[src/rtl/asam_pkg.sv]
// shared types and constants of the shift-add matrix-vector block
// no dependencies
package asam_pkg;

  // default size of the activation store
  localparam int MAX_DIM_DEF = 4096;

  // queue between front and back
  localparam int QUEUE_DEPTH = 4;
  localparam int QPTR_W      = $clog2(QUEUE_DEPTH);
  localparam int QCNT_W      = $clog2(QUEUE_DEPTH + 1);

  // item kinds
  localparam logic KIND_LOAD   = 1'b0;
  localparam logic KIND_WEIGHT = 1'b1;

  // weight transaction as it travels from front to back
  typedef struct packed {
    logic signed [7:0] x;
    logic signed [7:0] sign;
    logic [4:0]        shift_a;
    logic [4:0]        shift_b;
    logic [4:0]        shift_c;
    logic [4:0]        shift_d;
    logic              last;
  } asam_item_t;

endpackage

[src/rtl/asam_queue.sv]
// short queue that decouples the front end from the arithmetic back end
// depends on asam_pkg
module asam_queue (
  input  logic                        clk,
  input  logic                        rst,
  input  logic                        push,
  input  asam_pkg::asam_item_t        push_item,
  input  logic                        pop,
  output logic                        head_valid,
  output asam_pkg::asam_item_t        head_item,
  output logic [asam_pkg::QCNT_W-1:0] count
);
  import asam_pkg::*;

  asam_item_t        entries [QUEUE_DEPTH];
  logic [QPTR_W-1:0] wr_ptr;
  logic [QPTR_W-1:0] rd_ptr;

  // storage
  always_ff @(posedge clk) begin
    if (push) begin
      entries[wr_ptr] <= push_item;
    end
  end

  // pointers and fill count
  always_ff @(posedge clk) begin
    if (rst) begin
      wr_ptr <= '0;
      rd_ptr <= '0;
      count  <= '0;
    end else begin
      if (push) begin
        wr_ptr <= wr_ptr + QPTR_W'(1);
      end
      if (pop) begin
        rd_ptr <= rd_ptr + QPTR_W'(1);
      end
      count <= count + QCNT_W'(push) - QCNT_W'(pop);
    end
  end

  assign head_valid = (count != '0);
  assign head_item  = entries[rd_ptr];

endmodule

[config.mk]
export PLATFORM = sky130hd
export DESIGN_NAME = asam_queue
export DESIGN_NICKNAME = d
export VERILOG_FILES = /design/src/rtl/asam_pkg.sv /design/src/rtl/asam_queue.sv
export SDC_FILE = /design/constraint.sdc
export NUM_CORES = 1
export LEC_CHECK = 0
export BUFFER_PORTS_ARGS = -buffer_cell sky130_fd_sc_hd__buf_2
export CORE_ASPECT_RATIO = 0.6
export CORE_MARGIN = 2
export CORE_UTILIZATION = 56
export DETAILED_ROUTE_END_ITERATION = 8
export HOLD_SLACK_MARGIN = 0.08
export PLACE_DENSITY = 0.78
export SETUP_SLACK_MARGIN = 0.02
export SYNTH_ARGS = -nofsm -noshare
export SYNTH_HDL_FRONTEND = slang
export SYNTH_SLANG_ARGS = --single-unit
[constraint.sdc]
create_clock -name clk -period 2.6 [get_ports clk]
set_clock_uncertainty 0.15 [all_clocks]
set_input_delay 0.13 -clock clk [delete_from_list [all_inputs] [get_ports clk]]
set_output_delay 0.13 -clock clk [all_outputs]
set_load 0.03 [all_outputs]
# Yosys cells after proc, flatten, opt, wreduce, memory -nomap -nowiden
# Memory sizes are Yosys's and may differ from the RTL's. A register that Yosys moved wholly into a read port is not among the register bits.
# Cells that the tools add are included.
classes:
  addsub: 4
  mux: 4
  reduce_logical: 1
ops:
  columns: ["op", "count"]
  rows:
  - ["adder 2 x 1 -> 2 bit (second input constant)", 2]
  - ["two-way mux 2 bit", 2]
  - ["adder 3 x 1 -> 3 bit", 1]
  - ["nonzero test 3 bit", 1]
  - ["subtractor 3 x 1 -> 3 bit", 1]
  - ["two-way mux 1 bit", 2]
word_totals:
  regBits: 7
  mem_bits_rw: 148
  input_bits: 41
  output_inout_bits: 41
  elab_cells: 13
  mem_count: 1
mem_list:
  columns: ["memory", "depth", "word_bits", "read_ports", "rd_ports_with_merged_regs", "write_ports", "line_no", "text"]
  rows:
  - ["entries", 4, 37, 1, 1, 1, "asam_queue.sv:15", "asam_item_t entries [QUEUE_DEPTH];"]

# Depth between registers and ports, before layout
depth:
  word_depth: 3
  depth_mapped: 7
  ltp_nobuf: 7

# Worst setup path before layout
# Ideal clock, no wire load.
synth_timing:
  path_kind: "register -> register"
  start: "register wr_ptr[0]"
  end: "memory entries[2][0] (netlist bit) (enable)"
  t_arrival_ps: 1444
  required_time_ps: 2052
  setup_slack_ps: 609
  path_stages_with_launch: 4
  n_path_buf: 0
  synth_period_minus_slack_ps: 1991
  path_cell_list: "dfxtp_1 > inv_1 > ha_1 > and2_1"
synth_lines:
  columns: ["element", "line_no", "text"]
  rows:
  - ["start, declared", "asam_queue.sv:16", "logic [QPTR_W-1:0] wr_ptr;"]
  - ["start signal, assigned", "asam_queue.sv:34", "wr_ptr <= wr_ptr + QPTR_W'(1);"]
  - ["end, declared", "asam_queue.sv:15", null]
# Straight into the memory's write port.

==> metrics.md <==
| Metric | Value |
|---|---|
| Result of the run | completed |
| Top cells by area in the synthesized netlist | sky130_fd_sc_hd__edfxtp_1, sky130_fd_sc_hd__mux4_2, sky130_fd_sc_hd__mux4_1 |
| Cell Pwr Density | ~800 mW/mm2 |
| Post-synthesis area per instance | ~25 um2 |
| Worst-case clock buffer depth | 2 |
| Final min period | around 2.2 ns |
| Placement Rows | 28 |
| CP Class | flop to output port |
| Sequential area share after synthesis | 0.793 |
| Number of placed I/O pins | 82 |
| Startpoint kind of the worst setup timing path | flop |
| Drt first pass iters | 4 |
| DIE HEIGHT | just over 80 um |
| Proportion of layout cells with a drive suffix above 1 | 0.392 |
| Portion of total power attributed to sequential cells | 0.492 |
| Leading cell type in the layout, fill and taps excluded | sky130_fd_sc_hd__edfxtp_1 |
| Antenna cell count | 0 |
| Delay-heaviest family, CP | flip-flops |
| Number of pins exceeding their max-slew limit in the final report | 0 |
| Fraction of power spent switching nets | 0.232 |
| Sink count of the clock tree | 157 |
| Required time worst endpoint | around 2.3 ns |
| Number of instances in the synthesized netlist | 234 |
| Drc violations | 0 |
| Total clock buffers created by CTS | 17 |
| Final Total Pwr | 6.01 mW |
| Power share of the clock group | 0.377 |
| Post-synth net total | 282 |
| Leak Pwr | 2.60 nW |
| Worst skew pair latency | between 0.4 and 0.5 ns |
| Number of vias per cell | between 5 and 6 |
| Number of input and output port buffers inserted | 81 |
| Routed wire per std cell | between 15 and 20 um |
| Pin count of the biggest net entering global routing | 38 |
| Detailed placer's ending HPWL | between 5000 and 6000 um |
| TritonCTS clock tree | yes |
| Remaining Overflow, GRT | 0 |
| Arrival time reported for the critical path endpoint | approximately 2.0 ns |
| Number of violations reported at the end of detailed-routing iteration 0 | 179 |
| Cell type with the highest aggregate area in the netlist | sky130_fd_sc_hd__edfxtp_1 |
| Worst hold path class | primary input to flop |
| Post-synthesis instance area | ~0.0058 mm2 |
| Clock root buffer | sky130_fd_sc_hd__clkbuf_16 |
| Maximum clock frequency | roughly 450 MHz |
| Initial Utilization | 0.584 |
| Core area | ~0.010 mm2 |
| Final setup violating endpoints | 0 |
| Slew headroom | 0.587 |
| Total area of sequential cells | 0.00463 mm2 |
| Share of Yosys cell area claimed by the top area cell type | 0.762 |
| Multi-input gate area in the final layout | about 0.0011 mm2 |
| Final estimated routing congestion in global placement | 0.740 |
| Antenna violations before repair | 0 |
| Final count of hold timing violations | 0 |
| First-pass GRT wire length | between 15,000 and 20,000 um |
| Post-synthesis cell type count | 21 |
| CP peak stage delay | 0.72 ns |
| DR vias | about 2,800 |
| Clock-pin slew on the worst setup and hold paths | approximately 0.060 ns |
| Nets@finish | ~420 |
| Maximum fanout along the worst path | 23 |
| Width of the die | around 140 um |
| Actual slew at the worst max-slew pin | 0.619 ns |
| Yosys synthesis warning count | 0 |
| Commonest cells after routing, fill and taps aside | sky130_fd_sc_hd__edfxtp_1, sky130_fd_sc_hd__buf_2, sky130_fd_sc_hd__dlygate4sd3_1 |
| Internal power contribution | between 4 and 5 mW |
| Global-route usage over all layers | 0.195 |
| Max capacitance violation total | 0 |
| Number of buffers inserted by post-CTS setup repair | 0 |
| CTS H-tree depth | 4 |
| Vias in the first global route | 3,013 |
| Highest ir drop seen on vdd | between 0.0005 and 0.0006 V |
| Area growth syn-to-layout | 26.6% |
| Total Die Area | about 0.011 mm2 |
| Unrepaired setup endpoints after global routing | no |
| Kind of capture point of the worst setup path | output port |
| Final wirelength | ~10,000 um |
| Tcrit/Tclk final | 0.858 |
| Cell with the largest stage delay on the worst path | sky130_fd_sc_hd__dfxtp_2 |
| Smallest hold slack | around 0.32 ns |
| Net switching power figure | 1.40 mW |
| Number of buffer and inverter instances along the worst setup path | 2 |
| # fillers | between 500 and 600 |
| Worst-path cell chain | buf_4, mux4_1, buf_2 |
| Count of state elements after synthesis | about 160 |
| Antenna Violating Nets Remaining | 0 |
| Finished Core Util | 0.739 |
| Total negative setup slack | 0 ns |
| Portion of total power attributed to combinational logic | 0.131 |
-- layout make-up --
class                   instances  share of cell area
well taps                     135              0.0229
clock buffers                  25              0.0658
multi-input cells              63               0.149
clock inverters                 7             0.00865
inverters                       6             0.00305
flip-flops and latches        157               0.627
repair buffers                130               0.124
-- registers in the layout (all words and copies together), names as in the netlist, named ones only --
register / flops
wr_ptr: 2
entries: 148
rd_ptr: 2
count: 3
-- worst paths after layout --
check | start | endpoint | slack (ns) | cells after the start
worst max-delay path | flop | head_item[4] | 0.37 | 3
worst min-delay path | push_item[11] | entries[1][11] | 0.32 | 2
worst max register to register | count[0] | count[0] | 0.66 | 6
worst min register to register | rd_ptr[1] | flop | 0.38 | 2
-- through the flow --
stage / area (um2) / cells / worst slack [ns]
5_1_grt: 7380 / 523 / 0.267
3_5_place_dp: 6420 / 450 / 0.750
3_3_place_gp: 6420 / 450 / 0.767
6_report: 7380 / 523 / 0.369
2_1_floorplan: 5830 / 234 / 0.609
4_1_cts: 7380 / 523 / 0.318
-- Yosys cell counts --
cell                         n
sky130_fd_sc_hd__mux2i_1     1
sky130_fd_sc_hd__ha_1        6
sky130_fd_sc_hd__mux4_2     30
sky130_fd_sc_hd__nand3b_1    1
sky130_fd_sc_hd__or3_1       1
sky130_fd_sc_hd__mux4_1      7
sky130_fd_sc_hd__fa_1        1
sky130_fd_sc_hd__nor2b_1     2
sky130_fd_sc_hd__inv_1       6
sky130_fd_sc_hd__a21oi_1     1
sky130_fd_sc_hd__dfxtp_1     9
sky130_fd_sc_hd__buf_6       1
sky130_fd_sc_hd__buf_2       3
sky130_fd_sc_hd__buf_12      3
sky130_fd_sc_hd__a21bo_2     1
sky130_fd_sc_hd__and2_1      4
sky130_fd_sc_hd__edfxtp_1  148
sky130_fd_sc_hd__nor2_1      5
sky130_fd_sc_hd__clkbuf_2    1
sky130_fd_sc_hd__xnor2_1     2
sky130_fd_sc_hd__xor3_1      1
-- routing by layer --
layer / track usage / vias up / share of wire
met5: 0 / - / 0
met4: 0.0644 / 0 / 0.011
met3: 0.0690 / 14 / 0.066
met2: 0.313 / 94 / 0.49
met1: 0.253 / 1446 / 0.44
li1: - / 1265 / -
-- what timing repair did --
action | 4_1_cts | 5_1_grt
hold buffers | 41 | 0
hold endpoints to repair | 157 | 0
resized for setup | 0 | 0
-- cell families after synthesis --
family / after synthesis / share of synthesized area
adders and majority gates: 7 / 0.0163
buffers and inverters: 14 / 0.0195
and+or+nand+nor: 13 / 0.0120
DFF: 157 / 0.793
xor gates and xnor gates: 3 / 0.00708
AOI/OAI and AO/OA: 2 / 0.00257
muxes: 38 / 0.149
-- power by group through the flow --
stage | Sequential [mW] | Combinational (mW) | Clock [mW]
2_1_floorplan | 3.01 | 0.510 | 0
3_3_place_gp | 3.00 | 0.724 | 0
3_5_place_dp | 3.01 | 0.739 | 0
4_1_cts | 2.96 | 0.792 | 2.31
5_1_grt | 2.97 | 0.841 | 2.40
6_report | 2.96 | 0.787 | 2.27
-- worst reg2reg max path: stages (launching register included) --
cell and delay (ns):
sky130_fd_sc_hd__dfxtp_1 0.35, sky130_fd_sc_hd__inv_1 0.06, sky130_fd_sc_hd__ha_1 0.27, sky130_fd_sc_hd__inv_1 0.04, sky130_fd_sc_hd__ha_1 0.27, sky130_fd_sc_hd__nor2b_1 0.14
sky130_fd_sc_hd__dlygate4sd3_1 0.56
No activity file was read; power rests on OpenSTA's default activity.
