--- src/rtl/asam_pkg.sv ---
// shared types and constants of the shift-add matrix-vector block
// no dependencies
package asam_pkg;

  // default size of the activation store
  localparam int MAX_DIM_DEF = 4096;

  // queue between front and back
  localparam int QUEUE_DEPTH = 4;
  localparam int QPTR_W      = $clog2(QUEUE_DEPTH);
  localparam int QCNT_W      = $clog2(QUEUE_DEPTH + 1);

  // item kinds
  localparam logic KIND_LOAD   = 1'b0;
  localparam logic KIND_WEIGHT = 1'b1;

  // weight transaction as it travels from front to back
  typedef struct packed {
    logic signed [7:0] x;
    logic signed [7:0] sign;
    logic [4:0]        shift_a;
    logic [4:0]        shift_b;
    logic [4:0]        shift_c;
    logic [4:0]        shift_d;
    logic              last;
  } asam_item_t;

endpackage

--- src/rtl/asam_back.sv ---
// back end: shift-add, sign multiply, row accumulate, result register
// depends on asam_pkg
module asam_back (
  input  logic                 clk,
  input  logic                 rst,
  input  logic                 head_valid,
  input  asam_pkg::asam_item_t head_item,
  output logic                 pop,
  output logic                 out_valid,
  input  logic                 out_ready,
  output logic signed [31:0]   row_sum
);
  import asam_pkg::*;

  logic              adv;
  logic signed [7:0] sh_a;
  logic signed [7:0] sh_b;
  logic signed [7:0] sh_c;
  logic signed [7:0] sh_d;
  logic signed [9:0] sum_next;
  logic              a_valid;
  logic signed [9:0] a_sum;
  logic signed [7:0] a_sign;
  logic              a_last;
  logic signed [17:0] prod;
  logic              b_valid;
  logic signed [17:0] b_prod;
  logic              b_last;
  logic [31:0]       acc;
  logic [31:0]       acc_sum;

  // whole back end moves unless a result waits at the output
  assign adv = !out_valid || out_ready;
  assign pop = head_valid && adv;

  // four arithmetic shifts and their sum
  assign sh_a     = head_item.x >>> head_item.shift_a;
  assign sh_b     = head_item.x >>> head_item.shift_b;
  assign sh_c     = head_item.x >>> head_item.shift_c;
  assign sh_d     = head_item.x >>> head_item.shift_d;
  assign sum_next = 10'(sh_a) + 10'(sh_b) + 10'(sh_c) + 10'(sh_d);

  // sign multiply and accumulate
  assign prod    = a_sum * a_sign;
  assign acc_sum = acc + 32'(b_prod);

  // stage control, accumulator and result valid
  always_ff @(posedge clk) begin
    if (rst) begin
      a_valid   <= 1'b0;
      b_valid   <= 1'b0;
      out_valid <= 1'b0;
      acc       <= '0;
    end else if (adv) begin
      a_valid   <= head_valid;
      b_valid   <= a_valid;
      out_valid <= b_valid && b_last;
      if (b_valid) begin
        acc <= b_last ? 32'd0 : acc_sum;
      end
    end
  end

  // stage payload and result
  always_ff @(posedge clk) begin
    if (adv) begin
      a_sum  <= sum_next;
      a_sign <= head_item.sign;
      a_last <= head_item.last;
      b_prod <= prod;
      b_last <= a_last;
      if (b_valid && b_last) begin
        row_sum <= acc_sum;
      end
    end
  end

endmodule

--- config.mk ---
export PLATFORM = sky130hd
export DESIGN_NAME = asam_back
export DESIGN_NICKNAME = d
export VERILOG_FILES = /design/src/rtl/asam_pkg.sv /design/src/rtl/asam_back.sv
export SDC_FILE = /design/constraint.sdc
export NUM_CORES = 1
export LEC_CHECK = 0
export BUFFER_PORTS_ARGS = -buffer_cell sky130_fd_sc_hd__buf_4
export CAP_MARGIN = 5
export CORE_MARGIN = 1.5
export CORE_UTILIZATION = 35
export DETAILED_ROUTE_END_ITERATION = 8
export PLACE_DENSITY_LB_ADDON = 0.05
export SYNTH_ARGS = -nofsm -noshare
export SYNTH_HDL_FRONTEND = slang
export SYNTH_SLANG_ARGS = --single-unit
--- constraint.sdc ---
create_clock -name clk -period 8.57 [get_ports clk]
set_clock_uncertainty 0.1 [all_clocks]
set_input_delay 2.1425 -clock clk [delete_from_list [all_inputs] [get_ports clk]]
set_output_delay 2.1425 -clock clk [all_outputs]
set_load 0.01 [all_outputs]
---- Yosys cells after proc, flatten, opt, wreduce, memory -nomap -nowiden ----
Index checks and enable logic that the tools add are counted.
storage, ports and cells
  register bits ........................... 105
  input bits .............................. 41
  output and inout port bits .............. 34
cells by class
  add/subtract/negate cells ............... 4
  multiply operators ...................... 1
  shifts and indexed selects .............. 4
  mux-type cells .......................... 1
  reduce and logical (&&, ||, !) cells .... 6
operators with widths
  cell                                           count
  32-bit adder                                   1
  32-bit two-way mux                             1
  8-bit by 5-bit >>> shifter with 8-bit output   4
  10-bit by 8-bit multiplier with 18-bit output  1
  10-bit by 8-bit adder with 10-bit output       1
  9-bit by 8-bit adder with 10-bit output        1
  8-bit by 8-bit adder with 9-bit output         1
  2-bit AND reduction                            2
  1-bit logical AND                              2
  1-bit zero test                                1
  1-bit logical OR                               1

---- Depth between registers and ports, before layout ----
  depth after elaboration ................. 4
  gate-level depth with buffers ........... 20

---- Least setup slack after synthesis ----
Ideal clock, no wire load.
  kind .................................... in2out
  start point ............................. input out_ready
  end point ............................... output pop
  arrival time ............................ 3.803 ns
  data required time ...................... 6.327 ns
  path slack .............................. 2.524 ns
  stages on the path ...................... 3
  path buffers ............................ 1
  cell sequence ........................... nand2b_1 clkbuf_1 and2_1
between the ends
  cells in the longest elaborated chain, start to end .. 2
RTL lines
  what               line             source
  from (decl)        asam_back.sv:10  input logic out_ready,
  1-bit logical OR   asam_back.sv:33  assign adv = !out_valid || out_ready;
  1-bit logical AND  asam_back.sv:34  assign pop = head_valid && adv;
  to (decl)          asam_back.sv:8   output logic pop,
No other way between the ends.

---- Worst setup path after layout ----
  start point ............................. input head_item[36] (netlist bit)
  end point ............................... register a_sum[9] (data pin)
between the ends
  cells in the longest elaborated chain, start to end .. 4
  elaborated cells between the ends (all ways) .. 7
  those cells by class .................... add/sub (3); shift (4)
RTL lines
  what                                                             line                              source
  from (decl)                                                      asam_back.sv:7                    input asam_pkg::asam_item_t head_item,
  8-bit by 5-bit >>> shifter with 8-bit output (on tied branches)  asam_back.sv:37, asam_back.sv:38
  8-bit by 8-bit adder with 9-bit output                           asam_back.sv:41                   assign sum_next = 10'(sh_a) + 10'(sh_b) + 10'(sh_c) + 10'(sh_d);
  9-bit by 8-bit adder with 10-bit output                          asam_back.sv:41
  10-bit by 8-bit adder with 10-bit output *                       asam_back.sv:41
  named net sum_next[9]                                            asam_back.sv:20                   logic signed [9:0] sum_next;
  to (signal assigned)                                             asam_back.sv:67                   a_sum <= sum_next;
  to (decl)                                                        asam_back.sv:22                   logic signed [9:0] a_sum;
Mark *: on every way through the listed nets, which the timed path passes. The rest lies on a longest branch.
A chain may end at the register's enable or synchronous reset.

==> load_flow_metrics.sql <==
INSERT INTO impl_metrics (metric_group, metric, value, unit) VALUES
('run_status', 'run_status', 'completed', ''),
('global_routing', 'vias_in_the_first_global_route', '7068', ''),
('sta', 'period_needed', '5.94', 'ns'),
('critical_path', 'crit_path_start_kind', 'input port', ''),
('routing', 'detail_route.drc_violations', '0', ''),
('die', 'die_h', '171', 'microns'),
('cells_and_area', 'fillers', '2881', ''),
('yosys', 'synth.ff_latch_count', '105', ''),
('cells_and_area', 'finish.net_count', '1290', ''),
('cells_and_area', 'fraction_of_layout_instances_using_a_drive_strength_above_1', '10.6', '%'),
('placed_design', 'final_weighted_congestion_in_routability_driven_placement', '0.825', ''),
('critical_path', 'worst_path_dominant_cell_family', 'adder cells', ''),
('routing', 'vias', '7237', ''),
('global_routing', 'grt_pass1_wl', '36.7', 'mm'),
('die', 'initial_core_util', '35.5', '%'),
('yosys', 'synth_enable_flop_cells', '70', ''),
('sta', 'slew-limit-headroom', '40.2', '%'),
('yosys', 'asyncSetResetFlopFracSynth', '0', '%'),
('critical_path', 'timing.critical_path.required', '8.70', 'ns'),
('cells_and_area', 'multi_input_area', '6380', 'sq um'),
('critical_path', 'critPathKind', 'input port to register', ''),
('placed_design', 'io_buffer_count', '74', ''),
('routing', 'antenna_left', '0', ''),
('yosys', 'yosys_most_used_dff', 'edfxtp_1', ''),
('routing', 'route.detailed.vias_per_inst', '4.91', ''),
('yosys', 'syn_nets', '1247', ''),
('global_routing', 'overflow', '0', ''),
('routing', 'drt-total-wl', '22.3', 'mm'),
('global_routing', 'antenna_found_initial', '0', ''),
('yosys', 'synth_area_per_cell', '9.39', 'sq um'),
('critical_path', 'number_of_buffer_and_inverter_instances_along_the_worst_setup_path', '4', ''),
('cts', 'cts_tree', 'yes', ''),
('yosys', 'synth_area', '9850', 'sq um'),
('sta', 'slew_at_the_pin_with_the_worst_max_slew_slack', '0.893', 'ns'),
('cts', 'cts.repair.resized', '0', ''),
('critical_path', 'timing.critical_path.slowest_stage_cell', 'fa_1', ''),
('cts', 'clockRootBuffer', 'clkbuf_16', ''),
('cts', 'cts_htree_levels', '3', ''),
('cts', 'cts_made_buffers', '9', ''),
('cts', 'postCtsHoldBufs', '0', ''),
('yosys', 'synthesis.instances', '1049', ''),
('cts', 'clock-sinks', '105', ''),
('critical_path', 'timing.critical_path.fanout_max', '41', ''),
('sta', 'finalSetupViolCount', '0', ''),
('cells_and_area', 'register_area', '2800', 'sq um'),
('cells_and_area', 'synthToLayoutAreaGrowth', '12.3', '%'),
('cells_and_area', 'diodes', '0', ''),
('sta', 'min_period_over_period', '69.3', '%'),
('cts', 'clock_transition_at_the_registers_of_the_reported_paths', '0.08', 'ns'),
('yosys', 'synth.yosys.seq_area_share', '28.4', '%'),
('worst_hold_path', 'worstHoldPathType', 'register to register', ''),
('critical_path', 'critPathArrivalTime', '6.07', 'ns'),
('die', 'fp.dieW', '171', 'microns'),
('critical_path', 'timing.critical_path.cells', 'buf_4 > nor2_1 > a211oi_1 > a211oi_1 > a211oi_1 > a21oi_1 > fa_1 > inv_1 > fa_1 > ha_1 > inv_1 > fa_1 > inv_1 > a21oi_1 > o21ai_0 > a21oi_1 > o21bai_1 > a21o_1 > a21o_1', ''),
('die', 'floorplan.die_area', '29200', 'sq um'),
('critical_path', 'crit_path_max_incr_delay', '0.56', 'ns'),
('sta', 'setup-tns-final', '0', 'ns'),
('global_routing', 'grtUsageTotal', '16.0', '%'),
('routing', 'wl_per_cell', '15.1', 'microns'),
('die', 'ioPinCount', '75', ''),
('sta', 'fmax', '0.168', 'GHz'),
('sta', 'rsz0062_at_grt', 'false', ''),
('yosys', 'yosysWarnings', '0', ''),
('routing', 'drt_first_pass_iters', '5', ''),
('global_routing', 'pin_count_of_the_biggest_net_entering_global_routing', '47', ''),
('cts', 'insertion_delay_of_the_later_clocked_pin_in_the_worst_skew_pair', '0.36', 'ns'),
('die', 'design.core.area', '27800', 'sq um'),
('sta', 'finalMaxSlewViolations', '0', ''),
('job', 'maxCapViolations', '0', ''),
('cts', 'cts.repair_timing.setup_buffer_count', '0', ''),
('routing', 'drtIter0Drc', '319', ''),
('cts', 'cts.path.max_buffers', '2', ''),
('sta', 'timing_hold_violations_final', '0', ''),
('die', 'rows', '61', ''),
('yosys', 'netlist-cell-type-count', '65', ''),
('placed_design', 'detailed_place_hpwl', '17.4', 'mm'),
('critical_path', 'worst_setup_path_end_kind', 'register', '');
==> cells in the mapped netlist, drive strengths merged, types with 2 or more instances <==
library cell / number / area, sq um
a211o: 4 / 36.3
a211oi: 25 / 198
a21boi: 2 / 26.3
a21o: 20 / 151
a21oi: 80 / 400
a221oi: 2 / 23.8
a22o: 15 / 131
a22oi: 14 / 105
a31o: 2 / 17.5
a31oi: 8 / 50.1
and2: 43 / 270
and3: 8 / 51.3
and4: 3 / 26.3
buf: 4 / 17.5
clkbuf: 43 / 171
dfxtp: 35 / 701
edfxtp: 70 / 2100
fa: 82 / 1640
ha: 75 / 938
inv: 130 / 488
mux2i: 30 / 300
nand2: 64 / 240
nand2b: 10 / 62.6
nand3: 10 / 50.1
nand4: 7 / 43.8
nand4b: 3 / 26.3
nor2: 76 / 285
nor2b: 19 / 119
nor3: 21 / 105
nor3b: 2 / 15.0
o2111ai: 2 / 17.5
o211ai: 4 / 30.0
o21a: 3 / 22.5
o21ai: 41 / 205
o21bai: 8 / 60.1
o22ai: 7 / 43.8
o31ai: 2 / 15.0
or2: 3 / 18.8
or3: 5 / 31.3
xnor2: 36 / 315
xor2: 18 / 165
==> final timing paths <==
path / from / endpoint / slack [ns] / cells past startpoint
setup / recovery: head_item[36] / a_sum[9]$_DFFE_PN_ / 2.63 / 19
hold / removal: a_last$_DFFE_PN_ / b_last$_DFFE_PN_ / 0.32 / 0
setup reg to reg: a_sum[0]$_DFFE_PN_ / b_prod[17]$_DFFE_PN_ / 3.54 / 16
hold reg to reg: a_last$_DFFE_PN_ / b_last$_DFFE_PN_ / 0.32 / 0
==> worst reg2reg max path: stages (launching register included) <==
cell	delay, ns
edfxtp_1	0.53
nand2b_1	0.23
fa_1	0.51
fa_1	0.54
inv_1	0.05
fa_1	0.52
inv_1	0.05
fa_1	0.53
inv_1	0.04
ha_1	0.32
inv_1	0.06
o21ai_0	0.26
nand3_1	0.16
and3_1	0.18
o41ai_1	0.40
a21oi_1	0.14
xnor2_1	0.13
==> kinds of logic (layout without fill, tap and decap cells) <==
group	Yosys count	count (layout)	share of synthesized area, %
xor+xnor	54	54	4.88
fa+ha+maj	157	157	26.2
flops	105	105	28.4
buf+inv	177	225	6.87
compound gates	248	248	16.4
mux	32	32	3.39
simple gates	276	276	13.8
==> cells in the final DEF, fill, tap and decap left out, types with 30 or more instances in the layout <==
| cell | count |
|---|---|
| fa_1 | 82 |
| ha_1 | 75 |
| inv_1 | 130 |
| nand2_1 | 64 |
| nor2_1 | 76 |
| dfxtp_1 | 35 |
| xnor2_1 | 36 |
| and2_1 | 42 |
| a21oi_1 | 80 |
| buf_4 | 79 |
| edfxtp_1 | 70 |
| mux2i_1 | 30 |
| o21ai_0 | 40 |
==> per-layer routing <==
layer / up-vias / global-route usage, % / routed length (microns)
met2: 104 / 25.3 / 9780
li1: 3699 / - / -
met3: 12 / 1.92 / 780
met1: 3422 / 23.2 / 11500
met5: - / 0 / 0
met4: 0 / 3.73 / 238
==> cell type report <==
cell class	instances	share of cell area [%]
repair buffers	79	5.36
inverters	130	4.41
multi-input cells	767	57.7
well taps	378	4.27
clock inverters	7	0.905
flip-flops and latches	105	25.3
clock buffers	9	2.04
==> metrics by stage <==
| stage | hold slack (ns) | setup WS, ns | util, % | std cells | instance area (sq um) |
|---|---|---|---|---|---|
| detailed placement | 0.309 | 2.23 | 38.7 | 1459 | 10700 |
| CTS | 0.326 | 2.61 | 39.8 | 1475 | 11100 |
| global route | 0.359 | 2.27 | 39.8 | 1475 | 11100 |
| floorplan | 0.300 | 2.52 | - | 1049 | 9850 |
| finish | 0.323 | 2.63 | 39.8 | 1475 | 11100 |
| global placement | 0.303 | 2.29 | 38.7 | 1459 | 10700 |
==> sequential cells by signal, summed over array words and instances, names as in the netlist <==
signal,flops
row_sum,32
a_valid,1
b_valid,1
out_valid,1
a_sign,8
acc,32
a_last,1
b_last,1
b_prod,18
a_sum,10
Power is not shown: default switching activity piles up to over one toggle a cycle in this logic, so the estimate is an artifact.
